`config.mk`:
```
export PLATFORM = sky130hd
export DESIGN_NAME = cartridge_command_transfer_controller_core_flat
export DESIGN_NICKNAME = d
export VERILOG_FILES = /design/src/hw/rtl/cctc_pkg.sv /design/src/hw/rtl/cctc_if.sv /design/src/hw/rtl/cartridge_command_transfer_controller_core.sv /design/src/hw/rtl/cctc_front.sv /design/src/hw/rtl/cctc_back.sv /design/src/flat_wrapper.sv
export SDC_FILE = /design/constraint.sdc
export NUM_CORES = 1
export LEC_CHECK = 0
export BUFFER_PORTS_ARGS = -buffer_cell sky130_fd_sc_hd__buf_2
export CAP_MARGIN = 25
export CELL_PAD_IN_SITES_DETAIL_PLACEMENT = 1
export CELL_PAD_IN_SITES_GLOBAL_PLACEMENT = 1
export CORE_UTILIZATION = 45
export DETAILED_ROUTE_END_ITERATION = 8
export PLACE_DENSITY_LB_ADDON = 0.1
export SLEW_MARGIN = 25
export SYNTH_ARGS = -nofsm -noshare
export SYNTH_HDL_FRONTEND = slang
export SYNTH_SLANG_ARGS = --single-unit
```
`constraint.sdc`:
```
create_clock -name clock -period 8.4 [get_ports clock]
set_input_delay 1.68 -clock clock [delete_from_list [all_inputs] [get_ports clock]]
set_output_delay 1.68 -clock clock [all_outputs]
set_load 0.005 [all_outputs]
```
`src/hw/rtl/cctc_pkg.sv`:
```
`default_nettype none
package cctc_pkg;

   localparam int unsigned PageBytes = 4096;
   localparam int unsigned PageBits  = $clog2(PageBytes);

   typedef enum logic [1:0] {
      KIND_CTRL = 2'd0,
      KIND_READ = 2'd1,
      KIND_TICK = 2'd2,
      KIND_NONE = 2'd3
   } kind_type;

   typedef enum logic [2:0] {
      CSR_SLOT_EN  = 3'd0,
      CSR_SERIAL   = 3'd1,
      CSR_IRQ_EN   = 3'd2,
      CSR_ROM_SIZE = 3'd3,
      CSR_ADDR_MSK = 3'd4,
      CSR_CHIP_ID  = 3'd5
   } csr_index_type;

   localparam logic [7:0] CmdHeader  = 8'h00;
   localparam logic [7:0] CmdKey1    = 8'h3C;
   localparam logic [7:0] CmdData    = 8'hB7;
   localparam logic [7:0] CmdId1     = 8'h90;
   localparam logic [7:0] CmdId2     = 8'hB8;
   localparam logic [3:0] EncRead    = 4'h2;
   localparam logic [3:0] EncId      = 4'h1;
   localparam logic [3:0] EncLeave   = 4'hA;
   localparam logic [31:0] KeepMask  = 32'hA080_0000;
   localparam logic [31:0] BusyRdy   = 32'h8080_0000;
   localparam logic [31:0] LowRemap  = 32'h0000_8000;
   localparam logic [31:0] RemapMask = 32'h0000_01FF;

   typedef struct packed {
      kind_type    kind;
      logic        owner;
      logic [31:0] ctrl_value;
      logic [63:0] command;
      logic [31:0] rom_word;
   } item_type;

   typedef struct packed {
      logic [31:0] read_data;
      logic [31:0] control_readback;
      logic [7:0]  wait_cycles;
      logic        dma_request;
      logic        irq;
      logic [31:0] fetch_offset;
      logic        encrypted_mode;
   } result_type;

endpackage
`default_nettype wire

```
`src/hw/rtl/cctc_if.sv`:
```
`default_nettype none
interface cctc_req_if;
   logic        valid;
   logic        ready;
   logic [1:0]  kind;
   logic        from_slot_owner;
   logic [31:0] ctrl_value;
   logic [63:0] command;
   logic [31:0] rom_word;
   modport source (output valid, kind, from_slot_owner, ctrl_value, command, rom_word,
                   input ready);
   modport sink (input valid, kind, from_slot_owner, ctrl_value, command, rom_word,
                 output ready);
endinterface

interface cctc_rsp_if;
   logic        valid;
   logic        ready;
   logic [31:0] read_data;
   logic [31:0] control_readback;
   logic        busy_res;
   logic        word_ready;
   logic [7:0]  wait_cycles;
   logic        dma_request;
   logic        irq;
   logic [31:0] fetch_offset;
   logic        encrypted_mode;
   modport source (output valid, read_data, control_readback, busy_res, word_ready,
                   wait_cycles, dma_request, irq, fetch_offset, encrypted_mode,
                   input ready);
   modport sink (input valid, read_data, control_readback, busy_res, word_ready,
                 wait_cycles, dma_request, irq, fetch_offset, encrypted_mode,
                 output ready);
endinterface

interface cctc_csr_if;
   logic        valid;
   logic        ready;
   logic [2:0]  index;
   logic [31:0] data;
   modport source (output valid, index, data, input ready);
   modport sink (input valid, index, data, output ready);
endinterface
`default_nettype wire

```
`src/hw/rtl/cartridge_command_transfer_controller_core.sv`:
```
`default_nettype none
// Channel   Direction  Contents
// req_*     in         kind, from_slot_owner, ctrl_value, command, rom_word
// rsp_*     out        read_data, control_readback, status bits, wait, dma, irq, offset
// csr_*     in         register index and write data, always ready
//
// One word is accepted per cycle while the decode queue has room. A word waits in the
// decode queue and is then executed into the output register, which offers its
// result. The decode queue holds two words, so the request side keeps moving while
// a result waits to be taken, until the queue is full.
// Reset is synchronous and active high; it clears all control and state registers
// and loads the chip identification register with its default.
// A stalled response side fills the queue and then lowers req_ready.
module cartridge_command_transfer_controller_core (
   input wire logic   clock,
   input wire logic   reset,
   cctc_req_if.sink   req,
   cctc_rsp_if.source rsp,
   cctc_csr_if.sink   csr
);
   import cctc_pkg::*;

   item_type item;
   logic     item_valid;
   logic     item_take;

   // The front stage classifies and queues incoming words.
   cctc_front u_front (
      .clock      (clock),
      .reset      (reset),
      .req        (req),
      .item       (item),
      .item_valid (item_valid),
      .item_take  (item_take)
   );

   // The back stage executes them in order against the controller state.
   cctc_back u_back (
      .clock      (clock),
      .reset      (reset),
      .item       (item),
      .item_valid (item_valid),
      .item_take  (item_take),
      .csr        (csr),
      .rsp        (rsp)
   );

endmodule
`default_nettype wire

```
`src/hw/rtl/cctc_front.sv`:
```
`default_nettype none
// Takes request words, classifies them and holds them in a two-entry queue.
module cctc_front (
   input  wire logic              clock,
   input  wire logic              reset,
   cctc_req_if.sink               req,
   output cctc_pkg::item_type     item,
   output logic                   item_valid,
   input  wire logic              item_take
);
   import cctc_pkg::*;

   item_type  q_ff [2];
   item_type  q_in;
   logic      wr_ff, wr_in;
   logic      rd_ff, rd_in;
   logic [1:0] cnt_ff, cnt_in;
   logic      push;
   logic      pop;

   assign req.ready  = (cnt_ff != 2'd2);
   assign push       = req.valid && req.ready;
   assign pop        = item_take && (cnt_ff != 2'd0);
   assign item_valid = (cnt_ff != 2'd0);
   assign item       = q_ff[rd_ff];

   always_comb begin
      q_in.kind       = kind_type'(req.kind);
      q_in.owner      = req.from_slot_owner;
      q_in.ctrl_value = req.ctrl_value;
      q_in.command    = req.command;
      q_in.rom_word   = req.rom_word;
      wr_in  = push ? ~wr_ff : wr_ff;
      rd_in  = pop ? ~rd_ff : rd_ff;
      cnt_in = cnt_ff + {1'b0, push} - {1'b0, pop};
   end

   always_ff @(posedge clock) begin
      if (push) begin
         q_ff[wr_ff] <= q_in;
      end
      if (reset) begin
         wr_ff  <= 1'b0;
         rd_ff  <= 1'b0;
         cnt_ff <= 2'd0;
      end else begin
         wr_ff  <= wr_in;
         rd_ff  <= rd_in;
         cnt_ff <= cnt_in;
      end
   end

   a_cnt_range: assert property (@(posedge clock) disable iff (reset) cnt_ff != 2'd3)
      else $error("queue count out of range");
   a_no_overflow: assert property (@(posedge clock) disable iff (reset)
      cnt_ff == 2'd2 |-> !push) else $error("queue overflow");
   a_pop_nonempty: assert property (@(posedge clock) disable iff (reset)
      pop |-> cnt_ff != 2'd0) else $error("pop from empty queue");

endmodule
`default_nettype wire

```
`src/hw/rtl/cctc_back.sv`:
```
`default_nettype none
// Executes queued items against the controller state and registers the result.
module cctc_back (
   input  wire logic              clock,
   input  wire logic              reset,
   input  cctc_pkg::item_type     item,
   input  wire logic              item_valid,
   output logic                   item_take,
   cctc_csr_if.sink               csr,
   cctc_rsp_if.source             rsp
);
   import cctc_pkg::*;

   logic        slot_en_ff, serial_ff, irq_en_ff;
   logic [29:0] rom_size_ff;
   logic [28:0] addr_mask_ff;
   logic [31:0] chip_id_ff;

   logic [31:0] ctrl_ff, ctrl_in;
   logic        enc_ff, enc_in;
   logic [7:0]  code_ff, code_in;
   logic [14:0] len_ff, len_in;
   logic [14:0] cnt_ff, cnt_in;
   logic [31:0] addr_ff, addr_in;
   logic [31:0] latch_ff, latch_in;

   logic        out_v_ff;
   result_type  out_ff, out_in;

   logic        step;
   logic        go;
   logic [2:0]  bs;
   logic [7:0]  code;
   logic [31:0] data_a;
   logic [15:0] cnt_sum;
   logic [7:0]  scale;
   logic        fetch_now;
   logic [31:0] off_now;
   logic        fetch_new;
   logic [31:0] off_new;
   logic [32:0] off_end;

   localparam logic [31:0] PageMask = 32'(PageBytes - 1);

   assign csr.ready = 1'b1;
   assign item_take = item_valid && (!out_v_ff || rsp.ready);
   assign step      = item_take;

   // Offset of the next ROM fetch for a given state.
   function automatic logic [32:0] fetch_of(input logic e, input logic [7:0] c,
                                            input logic [31:0] a, input logic [14:0] n);
      logic [31:0] w;
      w = (a & ~PageMask) | ((a + {17'd0, n}) & PageMask);
      if (e) begin
         fetch_of = (c[7:4] == EncRead) ? {1'b1, w} : 33'd0;
      end else if (c == CmdHeader) begin
         fetch_of = {1'b1, {17'd0, n} & PageMask};
      end else if (c == CmdData) begin
         fetch_of = {1'b1, w};
      end else begin
         fetch_of = 33'd0;
      end
   endfunction

   always_comb begin
      ctrl_in  = ctrl_ff;
      enc_in   = enc_ff;
      code_in  = code_ff;
      len_in   = len_ff;
      cnt_in   = cnt_ff;
      addr_in  = addr_ff;
      latch_in = latch_ff;
      out_in   = '0;
      scale    = ctrl_ff[27] ? 8'd16 : 8'd10;
      bs       = ctrl_ff[26:24];
      code     = item.command[63:56];
      data_a   = {3'd0, item.command[52:24] & addr_mask_ff};
      go       = 1'b0;
      cnt_sum  = {1'b0, cnt_ff} + 16'd4;
      {fetch_now, off_now} = fetch_of(enc_ff, code_ff, addr_ff, cnt_ff);
      off_end  = {1'b0, off_now} + 33'd4;

      case (item.kind)
         KIND_CTRL: begin
            if (item.owner) begin
               go      = !ctrl_ff[31] && item.ctrl_value[31];
               ctrl_in = (ctrl_ff & KeepMask) | (item.ctrl_value & ~BusyRdy);
               if (go && slot_en_ff && !serial_ff) begin
                  bs      = ctrl_in[26:24];
                  code_in = code;
                  if (bs == 3'd0) begin
                     len_in = 15'd0;
                  end else if (bs == 3'd7) begin
                     len_in = 15'd4;
                  end else begin
                     len_in = 15'(16'h100 << bs);
                  end
                  cnt_in  = 15'd0;
                  addr_in = 32'd0;
                  if (enc_ff) begin
                     if (code[7:4] == EncLeave) begin
                        enc_in = 1'b0;
                     end else if (code[7:4] == EncRead) begin
                        addr_in = {17'd0, item.command[46:44], 12'd0};
                     end
                  end else if (code == CmdKey1) begin
                     enc_in = 1'b1;
                  end else if (code == CmdData) begin
                     addr_in = (data_a < LowRemap) ? (LowRemap + (data_a & RemapMask))
                                                   : data_a;
                  end
                  out_in.wait_cycles = (ctrl_in[27] ? 8'd16 : 8'd10) << 3;
                  ctrl_in[31] = 1'b1;
                  ctrl_in[23] = 1'b0;
               end
            end
         end
         KIND_READ: begin
            if (item.owner) begin
               if (cnt_sum < {1'b0, len_ff}) begin
                  cnt_in = cnt_sum[14:0];
                  out_in.wait_cycles = scale << 2;
                  ctrl_in[23] = 1'b0;
               end else if (cnt_sum == {1'b0, len_ff}) begin
                  cnt_in = cnt_sum[14:0];
                  ctrl_in = ctrl_ff & ~BusyRdy;
                  out_in.irq = irq_en_ff;
               end else begin
                  cnt_in = len_ff;
               end
               out_in.read_data = latch_ff;
            end
         end
         KIND_TICK: begin
            if (ctrl_ff[31]) begin
               if (len_ff == 15'd0) begin
                  ctrl_in = ctrl_ff & ~BusyRdy;
                  out_in.irq = irq_en_ff;
               end else begin
                  ctrl_in[23] = 1'b1;
                  out_in.dma_request = 1'b1;
                  if (fetch_now) begin
                     latch_in = (off_end > {3'd0, rom_size_ff}) ? '1 : item.rom_word;
                  end else if (enc_ff) begin
                     if (code_ff[7:4] == EncId) begin
                        latch_in = chip_id_ff;
                     end else if (code_ff[7:4] == EncLeave) begin
                        latch_in = 32'd0;
                     end else begin
                        latch_in = '1;
                     end
                  end else if (code_ff == CmdId1 || code_ff == CmdId2) begin
                     latch_in = chip_id_ff;
                  end else begin
                     latch_in = '1;
                  end
               end
            end
         end
         default: begin
         end
      endcase

      {fetch_new, off_new} = fetch_of(enc_in, code_in, addr_in, cnt_in);
      out_in.control_readback = ctrl_in;
      out_in.fetch_offset     = off_new;
      out_in.encrypted_mode   = enc_in;
   end

   always_ff @(posedge clock) begin
      if (step) begin
         out_ff <= out_in;
      end
      if (reset) begin
         slot_en_ff   <= 1'b0;
         serial_ff    <= 1'b0;
         irq_en_ff    <= 1'b0;
         rom_size_ff  <= '0;
         addr_mask_ff <= '0;
         chip_id_ff   <= 32'hC2;
         ctrl_ff      <= '0;
         enc_ff       <= 1'b0;
         code_ff      <= '0;
         len_ff       <= '0;
         cnt_ff       <= '0;
         addr_ff      <= '0;
         latch_ff     <= '0;
         out_v_ff     <= 1'b0;
      end else begin
         if (csr.valid) begin
            case (csr_index_type'(csr.index))
               CSR_SLOT_EN:  slot_en_ff   <= csr.data[0];
               CSR_SERIAL:   serial_ff    <= csr.data[0];
               CSR_IRQ_EN:   irq_en_ff    <= csr.data[0];
               CSR_ROM_SIZE: rom_size_ff  <= csr.data[29:0];
               CSR_ADDR_MSK: addr_mask_ff <= csr.data[28:0];
               CSR_CHIP_ID:  chip_id_ff   <= csr.data;
               default: begin
               end
            endcase
         end
         if (step) begin
            ctrl_ff  <= ctrl_in;
            enc_ff   <= enc_in;
            code_ff  <= code_in;
            len_ff   <= len_in;
            cnt_ff   <= cnt_in;
            addr_ff  <= addr_in;
            latch_ff <= latch_in;
         end
         if (step) begin
            out_v_ff <= 1'b1;
         end else if (rsp.ready) begin
            out_v_ff <= 1'b0;
         end
      end
   end

   assign rsp.valid            = out_v_ff;
   assign rsp.read_data        = out_ff.read_data;
   assign rsp.control_readback = out_ff.control_readback;
   assign rsp.busy_res         = out_ff.control_readback[31];
   assign rsp.word_ready       = out_ff.control_readback[23];
   assign rsp.wait_cycles      = out_ff.wait_cycles;
   assign rsp.dma_request      = out_ff.dma_request;
   assign rsp.irq              = out_ff.irq;
   assign rsp.fetch_offset     = out_ff.fetch_offset;
   assign rsp.encrypted_mode   = out_ff.encrypted_mode;

   a_count_bound: assert property (@(posedge clock) disable iff (reset)
      cnt_ff <= len_ff || len_ff == 15'd0) else $error("count passed length");
   a_hold_result: assert property (@(posedge clock) disable iff (reset)
      out_v_ff && !rsp.ready |=> out_v_ff) else $error("result dropped");
   a_dma_busy: assert property (@(posedge clock) disable iff (reset)
      out_v_ff && out_ff.dma_request |-> out_ff.control_readback[23])
      else $error("DMA request without word ready");

endmodule
`default_nettype wire

```
`src/flat_wrapper.sv`:
```
// flat-port wrapper written by rule: the top's interface ports become plain ports
module cartridge_command_transfer_controller_core_flat import cctc_pkg::*;
  (clock, reset, req_valid, req_kind, req_from_slot_owner, req_ctrl_value, req_command, req_rom_word, req_ready, rsp_valid, rsp_read_data, rsp_control_readback, rsp_busy_res, rsp_word_ready, rsp_wait_cycles, rsp_dma_request, rsp_irq, rsp_fetch_offset, rsp_encrypted_mode, rsp_ready, csr_valid, csr_index, csr_data, csr_ready);
  cctc_req_if req_i ();
  cctc_rsp_if rsp_i ();
  cctc_csr_if csr_i ();
  input wire logic clock;
  input wire logic reset;
  input wire logic [$bits(req_i.valid)-1:0] req_valid;
  input wire logic [$bits(req_i.kind)-1:0] req_kind;
  input wire logic [$bits(req_i.from_slot_owner)-1:0] req_from_slot_owner;
  input wire logic [$bits(req_i.ctrl_value)-1:0] req_ctrl_value;
  input wire logic [$bits(req_i.command)-1:0] req_command;
  input wire logic [$bits(req_i.rom_word)-1:0] req_rom_word;
  output wire logic [$bits(req_i.ready)-1:0] req_ready;
  output wire logic [$bits(rsp_i.valid)-1:0] rsp_valid;
  output wire logic [$bits(rsp_i.read_data)-1:0] rsp_read_data;
  output wire logic [$bits(rsp_i.control_readback)-1:0] rsp_control_readback;
  output wire logic [$bits(rsp_i.busy_res)-1:0] rsp_busy_res;
  output wire logic [$bits(rsp_i.word_ready)-1:0] rsp_word_ready;
  output wire logic [$bits(rsp_i.wait_cycles)-1:0] rsp_wait_cycles;
  output wire logic [$bits(rsp_i.dma_request)-1:0] rsp_dma_request;
  output wire logic [$bits(rsp_i.irq)-1:0] rsp_irq;
  output wire logic [$bits(rsp_i.fetch_offset)-1:0] rsp_fetch_offset;
  output wire logic [$bits(rsp_i.encrypted_mode)-1:0] rsp_encrypted_mode;
  input wire logic [$bits(rsp_i.ready)-1:0] rsp_ready;
  input wire logic [$bits(csr_i.valid)-1:0] csr_valid;
  input wire logic [$bits(csr_i.index)-1:0] csr_index;
  input wire logic [$bits(csr_i.data)-1:0] csr_data;
  output wire logic [$bits(csr_i.ready)-1:0] csr_ready;
  assign req_i.valid = req_valid;
  assign req_i.kind = req_kind;
  assign req_i.from_slot_owner = req_from_slot_owner;
  assign req_i.ctrl_value = req_ctrl_value;
  assign req_i.command = req_command;
  assign req_i.rom_word = req_rom_word;
  assign req_ready = req_i.ready;
  assign rsp_valid = rsp_i.valid;
  assign rsp_read_data = rsp_i.read_data;
  assign rsp_control_readback = rsp_i.control_readback;
  assign rsp_busy_res = rsp_i.busy_res;
  assign rsp_word_ready = rsp_i.word_ready;
  assign rsp_wait_cycles = rsp_i.wait_cycles;
  assign rsp_dma_request = rsp_i.dma_request;
  assign rsp_irq = rsp_i.irq;
  assign rsp_fetch_offset = rsp_i.fetch_offset;
  assign rsp_encrypted_mode = rsp_i.encrypted_mode;
  assign rsp_i.ready = rsp_ready;
  assign csr_i.valid = csr_valid;
  assign csr_i.index = csr_index;
  assign csr_i.data = csr_data;
  assign csr_ready = csr_i.ready;
  cartridge_command_transfer_controller_core u_core (.clock(clock), .reset(reset), .req(req_i), .rsp(rsp_i), .csr(csr_i));
endmodule
```
* Word-level counts from Yosys, hierarchy flattened
Memories as Yosys holds them, arrays and structs flattened. A register that Yosys moved wholly into a read port is not among the register bits. Cells that the tools add are included.
Operators by class: reductions and logical operators 29, add/sub/neg operators 7, shift operators 1, mux-type cells 71, order comparisons 3, equal/unequal tests 22, bitwise gates (word level) 7
Operator list (number):
- two-way mux 32 bit | 19
- two-way mux 15 bit | 9
- two-way mux 33 bit | 4
- case mux 32 bit (3 select lines) | 1
- bitwise OR 32 x 12 -> 32 bit | 2
- two-way mux 29 bit | 2
- two-way mux 8 bit | 7
- == test 8 bit (second input constant) | 5
- adder 32 x 3 -> 33 bit (second input constant) | 1
- > comparator 33 x 30 -> 1 bit | 1
- bitwise OR 32 x 31 -> 32 bit | 1
- case mux 15 bit (2 select lines) | 1
- AND 29 bit | 1
- < comparator 29 x 16 -> 1 bit (second input constant) | 1
- adder 12 bit | 2
- two-way mux 23 bit | 1
- two-way mux 1 bit | 21
- adder 16 x 9 -> 17 bit (first input constant) | 1
- adder 15 x 3 -> 16 bit (second input constant) | 1
- == test 16 x 15 -> 1 bit | 1
- logical NOT 8 bit | 2
- < comparator 16 x 15 -> 1 bit | 1
- case mux 8 bit (2 select lines) | 1
- AND reduction 2 bit | 8
- 25 further kinds | 46
Word-level totals: RAM bits 262, bits in registers 341, memories 1, bits of input ports 171, word-level logic and storage cells 165
Memories:
- u_core.u_front.q_ff | depth 2, width 131, rd ports 1, clocked after memory_dff 1, write ports 1, RTL line cctc_front.sv:13 | item_type q_ff [2];

* Depth between registers and ports, before layout
word-level depth 14, gate-level depth with buffers 27, depth with buffers taken out 25

* By module
A second synthesis with hierarchy kept.
Unflattened totals: cell total of the unflattened synthesis 2350, area total of the unflattened synthesis 26435.4 um^2
Modules (own cells, without submodules):
- cctc_back | instances 1, seq. area each 7557.2 um^2, area an instance 16379.5 um^2, cells each 1918
- cctc_front | instances 1, seq. area each 7967.6 um^2, area an instance 10055.9 um^2, cells each 432

* Worst setup path after synthesis
OpenSTA, ideal clock, no wires.
path kind input-to-reg, start point input req_valid, end point memory u_core.u_front.q_ff[0][0] in the netlist's numbering, enable pin, arrival 6.059 ns, required time 7.834 ns, stages 2, setup slack 1.776 ns, cells stage by stage nand2_1 -> nor2_1
On the way: longest elaborated chain between the ends 3
Ends and longest elaborated chain:
- from (decl) | RTL line flat_wrapper.sv:9 | input wire logic [$bits(req_i.valid)-1:0] req_valid;
- logical AND 1 bit | RTL line cctc_front.sv:22 | assign push = req.valid && req.ready;
- two-way mux 1 bit | RTL line cctc_front.sv:39 | if (push) begin
- two-way mux 1 bit (implied by the code) | RTL line cctc_front.sv:40 | q_ff[wr_ff] <= q_in;
- to (decl) | RTL line cctc_front.sv:13
Every way passes these cells.

* Worst setup path in the final report
start point register u_core.u_back.cnt_ff[2], end point register u_core.u_back.latch_ff[8]
On the way: longest elaborated chain between the ends 9, elaborated cells on any way between the ends 10, classes of those cells add/sub: 2; order compare: 1; mux: 6; bitwise: 1
Ends and longest elaborated chain:
- from (decl) | RTL line cctc_back.sv:23 | logic [14:0] cnt_ff, cnt_in;
- from (signal assigned) | RTL line cctc_back.sv:207 | cnt_ff <= cnt_in;
- adder 12 bit | RTL line cctc_back.sv:53 | w = (a & ~PageMask) | ((a + {17'd0, n}) & PageMask);
- bitwise OR 32 x 12 -> 32 bit | RTL line cctc_back.sv:53
- two-way mux 33 bit | RTL line cctc_back.sv:58 | end else if (c == CmdData) begin
- two-way mux 33 bit | RTL line cctc_back.sv:56 | end else if (c == CmdHeader) begin
- two-way mux 33 bit (*) | RTL line cctc_back.sv:54 | if (e) begin
- adder 32 x 3 -> 33 bit (*) | RTL line cctc_back.sv:81 | off_end = {1'b0, off_now} + 33'd4;
- > comparator 33 x 30 -> 1 bit (*) | RTL line cctc_back.sv:143 | latch_in = (off_end > {3'd0, rom_size_ff}) ? '1 : item.rom_word;
- two-way mux 32 bit (*) | RTL line cctc_back.sv:143
- two-way mux 32 bit (*) | RTL line cctc_back.sv:142 | if (fetch_now) begin
- to (signal assigned) | RTL line cctc_back.sv:209 | latch_ff <= latch_in;
- to (decl) | RTL line cctc_back.sv:25 | logic [31:0] latch_ff, latch_in;
Mark *: on every way between the ends. The rest lies on a longest branch, timed or not. A chain may end at the register's enable or synchronous reset.

==> key figures <==
Synth
  • Distinct cells, synth: 78
  • Synth area leader: edfxtp_1
  • Post-Synthesis Cells: 2352
  • Synth top area cells: edfxtp_1 (38%), dfxtp_1 (19%), nand2_1 (6.7%)
  • Average size of a mapped cell: approximately 10 µm²
  • Count leader, synth: nand2_1
  • Number of synthesized flops with an enable pin: 309
  • Yosys top cell area share: between 30% and 40%
  • Post-synth ARST share: 0%
  • Synth cell count leaders: nand2_1 (435), edfxtp_1 (309), dfxtp_1 (228)
  • Post-synthesis sequential area ratio: between 50 and 60%
  • Post-synthesis sequential element count: between 500 and 600
  • Cell Area, Synth: between 20000 and 25000 µm²
  • Top FF cell, synth: edfxtp_1
  • Synth warn: 0

CTS
  • Setup repair bufs after CTS: 0
  • CTS tree: built
  • Post_cts resized: 0
  • CTS Sinks: 537
  • Worst-Skew Late Latency: 0.64 ns
  • Reg clk slew, reported paths: 0.06 ns
  • CTS Buf Count: 58
  • CTS Hold Bufs: 0
  • Root buffer cell: clkbuf_16
  • H-tree levels: 2
  • Clk buf depth: 3

Setup path
  • CP arrival: ~7.1 ns
  • Maximum fanout along the worst path: 32
  • Worst r2r src: u_core.u_back.cnt_ff[2]
  • Worst setup EP type: register
  • CP Data Required Time: a little under 9 ns
  • R2R Setup Slk: about 1.7 ns
  • WS Path Type: reg2reg
  • Reg-to-reg endpoint: u_core.u_back.latch_ff[8]
  • Worst R2R Path Depth: 21
  • Startpoint Class: register

STA
  • WHS: 0.455 ns
  • Slew HR: ~32%
  • Unrepaired setup endpoints after global routing: no
  • Fmax: roughly 150 MHz
  • Tcrit/Tclk final: 79.2%
  • Fin. Hold Viols: 0
  • Slew @ Worst Pin: around 1.0 ns
  • Final setup viols: 0
  • Clock Skew: 0.0308 ns
  • Max Slew Vio Count: 0
  • Setup TNS: 0 ns
  • Tmin final: 6.66 ns

Floorplan
  • DIE AREA: roughly 55000 µm²
  • Core Region: 53000 µm²
  • Core Rows: 84
  • Starting Density: a little under half
  • Die W: 235 µm
  • Die height: between 200 and 250 µm
  • I/O pins: approximately 280

Cells and area
  • Share of layout cells above drive strength 1: around 17%
  • Layout fillers: between 5k and 6k
  • Area delta synth->final: 15.9%
  • Nets@finish: 2793

Hold path
  • Hold Path End: u_core.u_back.addr_mask_ff[10]
  • Hold Crit Class: reg2reg
  • Hold Startpoint: u_core.u_back.addr_mask_ff[10]
  • Min-Delay Path Depth: 2

Drt
  • Routed WL: roughly 73000 µm
  • Drt initial violations: 1284
  • DR pass1 iterations: 5
  • DRC viols: 0
  • Vias per cell: 5.68
  • Via Count: roughly 19k
  • Antenna Nets Post-Route: 0
  • Routed WL per cell: between 20 and 25 µm

GRT
  • Initial antenna violation count: 17
  • Vias in the first global route: between 15k and 20k
  • Met2 usage: a little over two fifths
  • First-pass GRT wire length: between 100000 and 150000 µm
  • Largest net degree at the start of global routing: 116
  • Routing usage on met1: a little over a third
  • Grt total ovfl: 0
  • Overall Global Routing Usage: a little over a quarter
  • Most used routing layer: met2
  • GR Util met3: between 4 and 5%

Power and ir drop
  • Pwr/cell area: approximately 300 nW/µm²
  • Tot Pwr: approximately 8.4 mW
  • VDD IR-drop max: 0.295 mV
  • Sw Share: approximately 33%
  • Comb pwr share: 25.8%
  • P_leak: 10.3 nW
  • Clock power share: approximately 32%
  • Internal: between 5 and 6 mW
  • Flop pwr share: around two fifths
  • Psw: 2.74 mW

Place
  • GPL Wtd Cong: just under 0.9
  • DP Wirelength: just over 50000 µm
  • Number of port buffers: 250

Run
  • Max-cap viol count: 0

Outcome
  • Outcome: complete, no violations
power by group through the flow:
stage	Combinational, mW	Sequential (mW)	Clock, mW
4_1_cts	2.18	3.52	2.76
2_1_floorplan	1.45	3.50	0
3_3_place_gp	2.09	3.55	0
6_report	2.16	3.51	2.71
5_1_grt	2.36	3.55	2.85
3_5_place_dp	2.16	3.56	0
area by class of cell:
cell class | count | area (µm²) | area share (%)
Antenna cell | 13 | 32.5 | 0.115
Clock buffer | 74 | 1540 | 5.46
Clock inverter | 35 | 489 | 1.73
Inverter | 80 | 305 | 1.08
Multi-Input combinational cell | 1593 | 9640 | 34.2
Sequential cell | 537 | 13800 | 49.1
Tap cell | 688 | 861 | 3.05
Timing Repair Buffer | 282 | 1500 | 5.31
worst max-delay path by stage:
| stage | from | to | slack (ns) | cells after the start |
|---|---|---|---|---|
| 6_report | u_core.u_back.cnt_ff[2] | u_core.u_back.latch_ff[8] | 1.74 | 21 |
| 5_1_grt | u_core.u_back.cnt_ff[2] | u_core.u_back.latch_ff[8] | 1.43 | 21 |
| 4_1_cts | u_core.u_back.cnt_ff[2] | u_core.u_back.latch_ff[8] | 1.83 | 21 |
| 3_5_place_dp | u_core.u_back.cnt_ff[2] | u_core.u_back.latch_ff[12] | 1.88 | 21 |
| 3_3_place_gp | u_core.u_back.cnt_ff[2] | u_core.u_back.latch_ff[11] | 2.07 | 21 |
| 2_1_floorplan | req_valid | u_core.u_front.q_ff[0][0] | 1.78 | 2 |
state kept, by name (all words and copies together) (netlist names), 4 cells and up, named ones only:
register and count:
u_core.u_back.ctrl_ff 32, u_core.u_front.q_ff 206, u_core.u_back.rsp.fetch_offset 32, u_core.u_back.cnt_ff 15, u_core.u_back.code_ff 8, u_core.u_back.latch_ff 32
u_core.u_back.rom_size_ff 30, u_core.u_back.chip_id_ff 32, u_core.u_back.addr_mask_ff 29, u_core.u_back.len_ff 8, u_core.u_back.rsp.wait_cycles 4, u_core.u_back.rsp.control_readback 32
u_core.u_back.addr_ff 32, u_core.u_back.rsp.read_data 32
cell families (layout without fill, tap and decap cells):
kind of cell | Yosys count | count (layout) | synth area share (%)
flops | 537 | 537 | 56.9
mux | 107 | 107 | 4.63
simple gates | 845 | 845 | 15.7
other cells | 2 | 17 | 0.0309
fa+ha+maj | 70 | 70 | 3.66
compound gates | 519 | 519 | 13.6
buf+inv | 224 | 471 | 3.76
xor+xnor | 48 | 48 | 1.78
layer usage:
layer | part of all wire, % | vias to the layer above
li1 | - | 8870
met1 | 45 | 9286
met3 | 5.3 | 126
met4 | 3.0 | 12
met5 | 0.11 | -
met2 | 47 | 446
worst max-delay path, stage by stage (launching register included):
cell and delay [ns]:
dfxtp_1 0.55, ha_1 0.35, or2_2 0.33, and4_1 0.21, a2111oi_0 0.57, and2_1 0.22, ha_1 0.21, nor3b_1 0.46
nand4_2 0.27, or2_1 0.38, xor2_1 0.30, ha_1 0.30, a21o_1 0.18, a21o_1 0.18, a21oi_1 0.17, o21a_1 0.15
nor3_1 0.05, a2111oi_0 0.40, a211oi_1 0.20, a2111oi_4 0.34, buf_4 0.44, a311oi_1 0.20
placed cells by master, fill, tap and decap left out, types with 13 or more instances in the layout:
master	instances
a211oi_1	29
a21o_1	27
a21oi_1	226
a22oi_1	21
a311oi_1	38
a31oi_1	14
and3_1	49
buf_2	249
buf_4	32
clkbuf_1	13
clkbuf_16	58
dfxtp_1	227
diode_2	13
edfxtp_1	309
ha_1	67
inv_1	78
mux2_2	45
mux2i_1	62
nand2_1	434
nand3_1	36
nand4_1	18
nor2_1	157
nor2b_1	14
nor3_1	39
o21a_1	35
o21ai_0	54
or3_1	13
xnor2_1	33
xor2_1	14
metrics by stage:
step	cells	utilization, %	cell area, µm²	worst slack [ns]
3_5_place_dp	3180	49.4	26200	1.88
3_3_place_gp	3180	49.4	26100	2.07
4_1_cts	3289	53.2	28200	1.83
2_1_floorplan	2354	-	24300	1.78
6_report	3302	53.3	28200	1.74
5_1_grt	3297	53.2	28200	1.43
(Power assumes the default switching activity.)
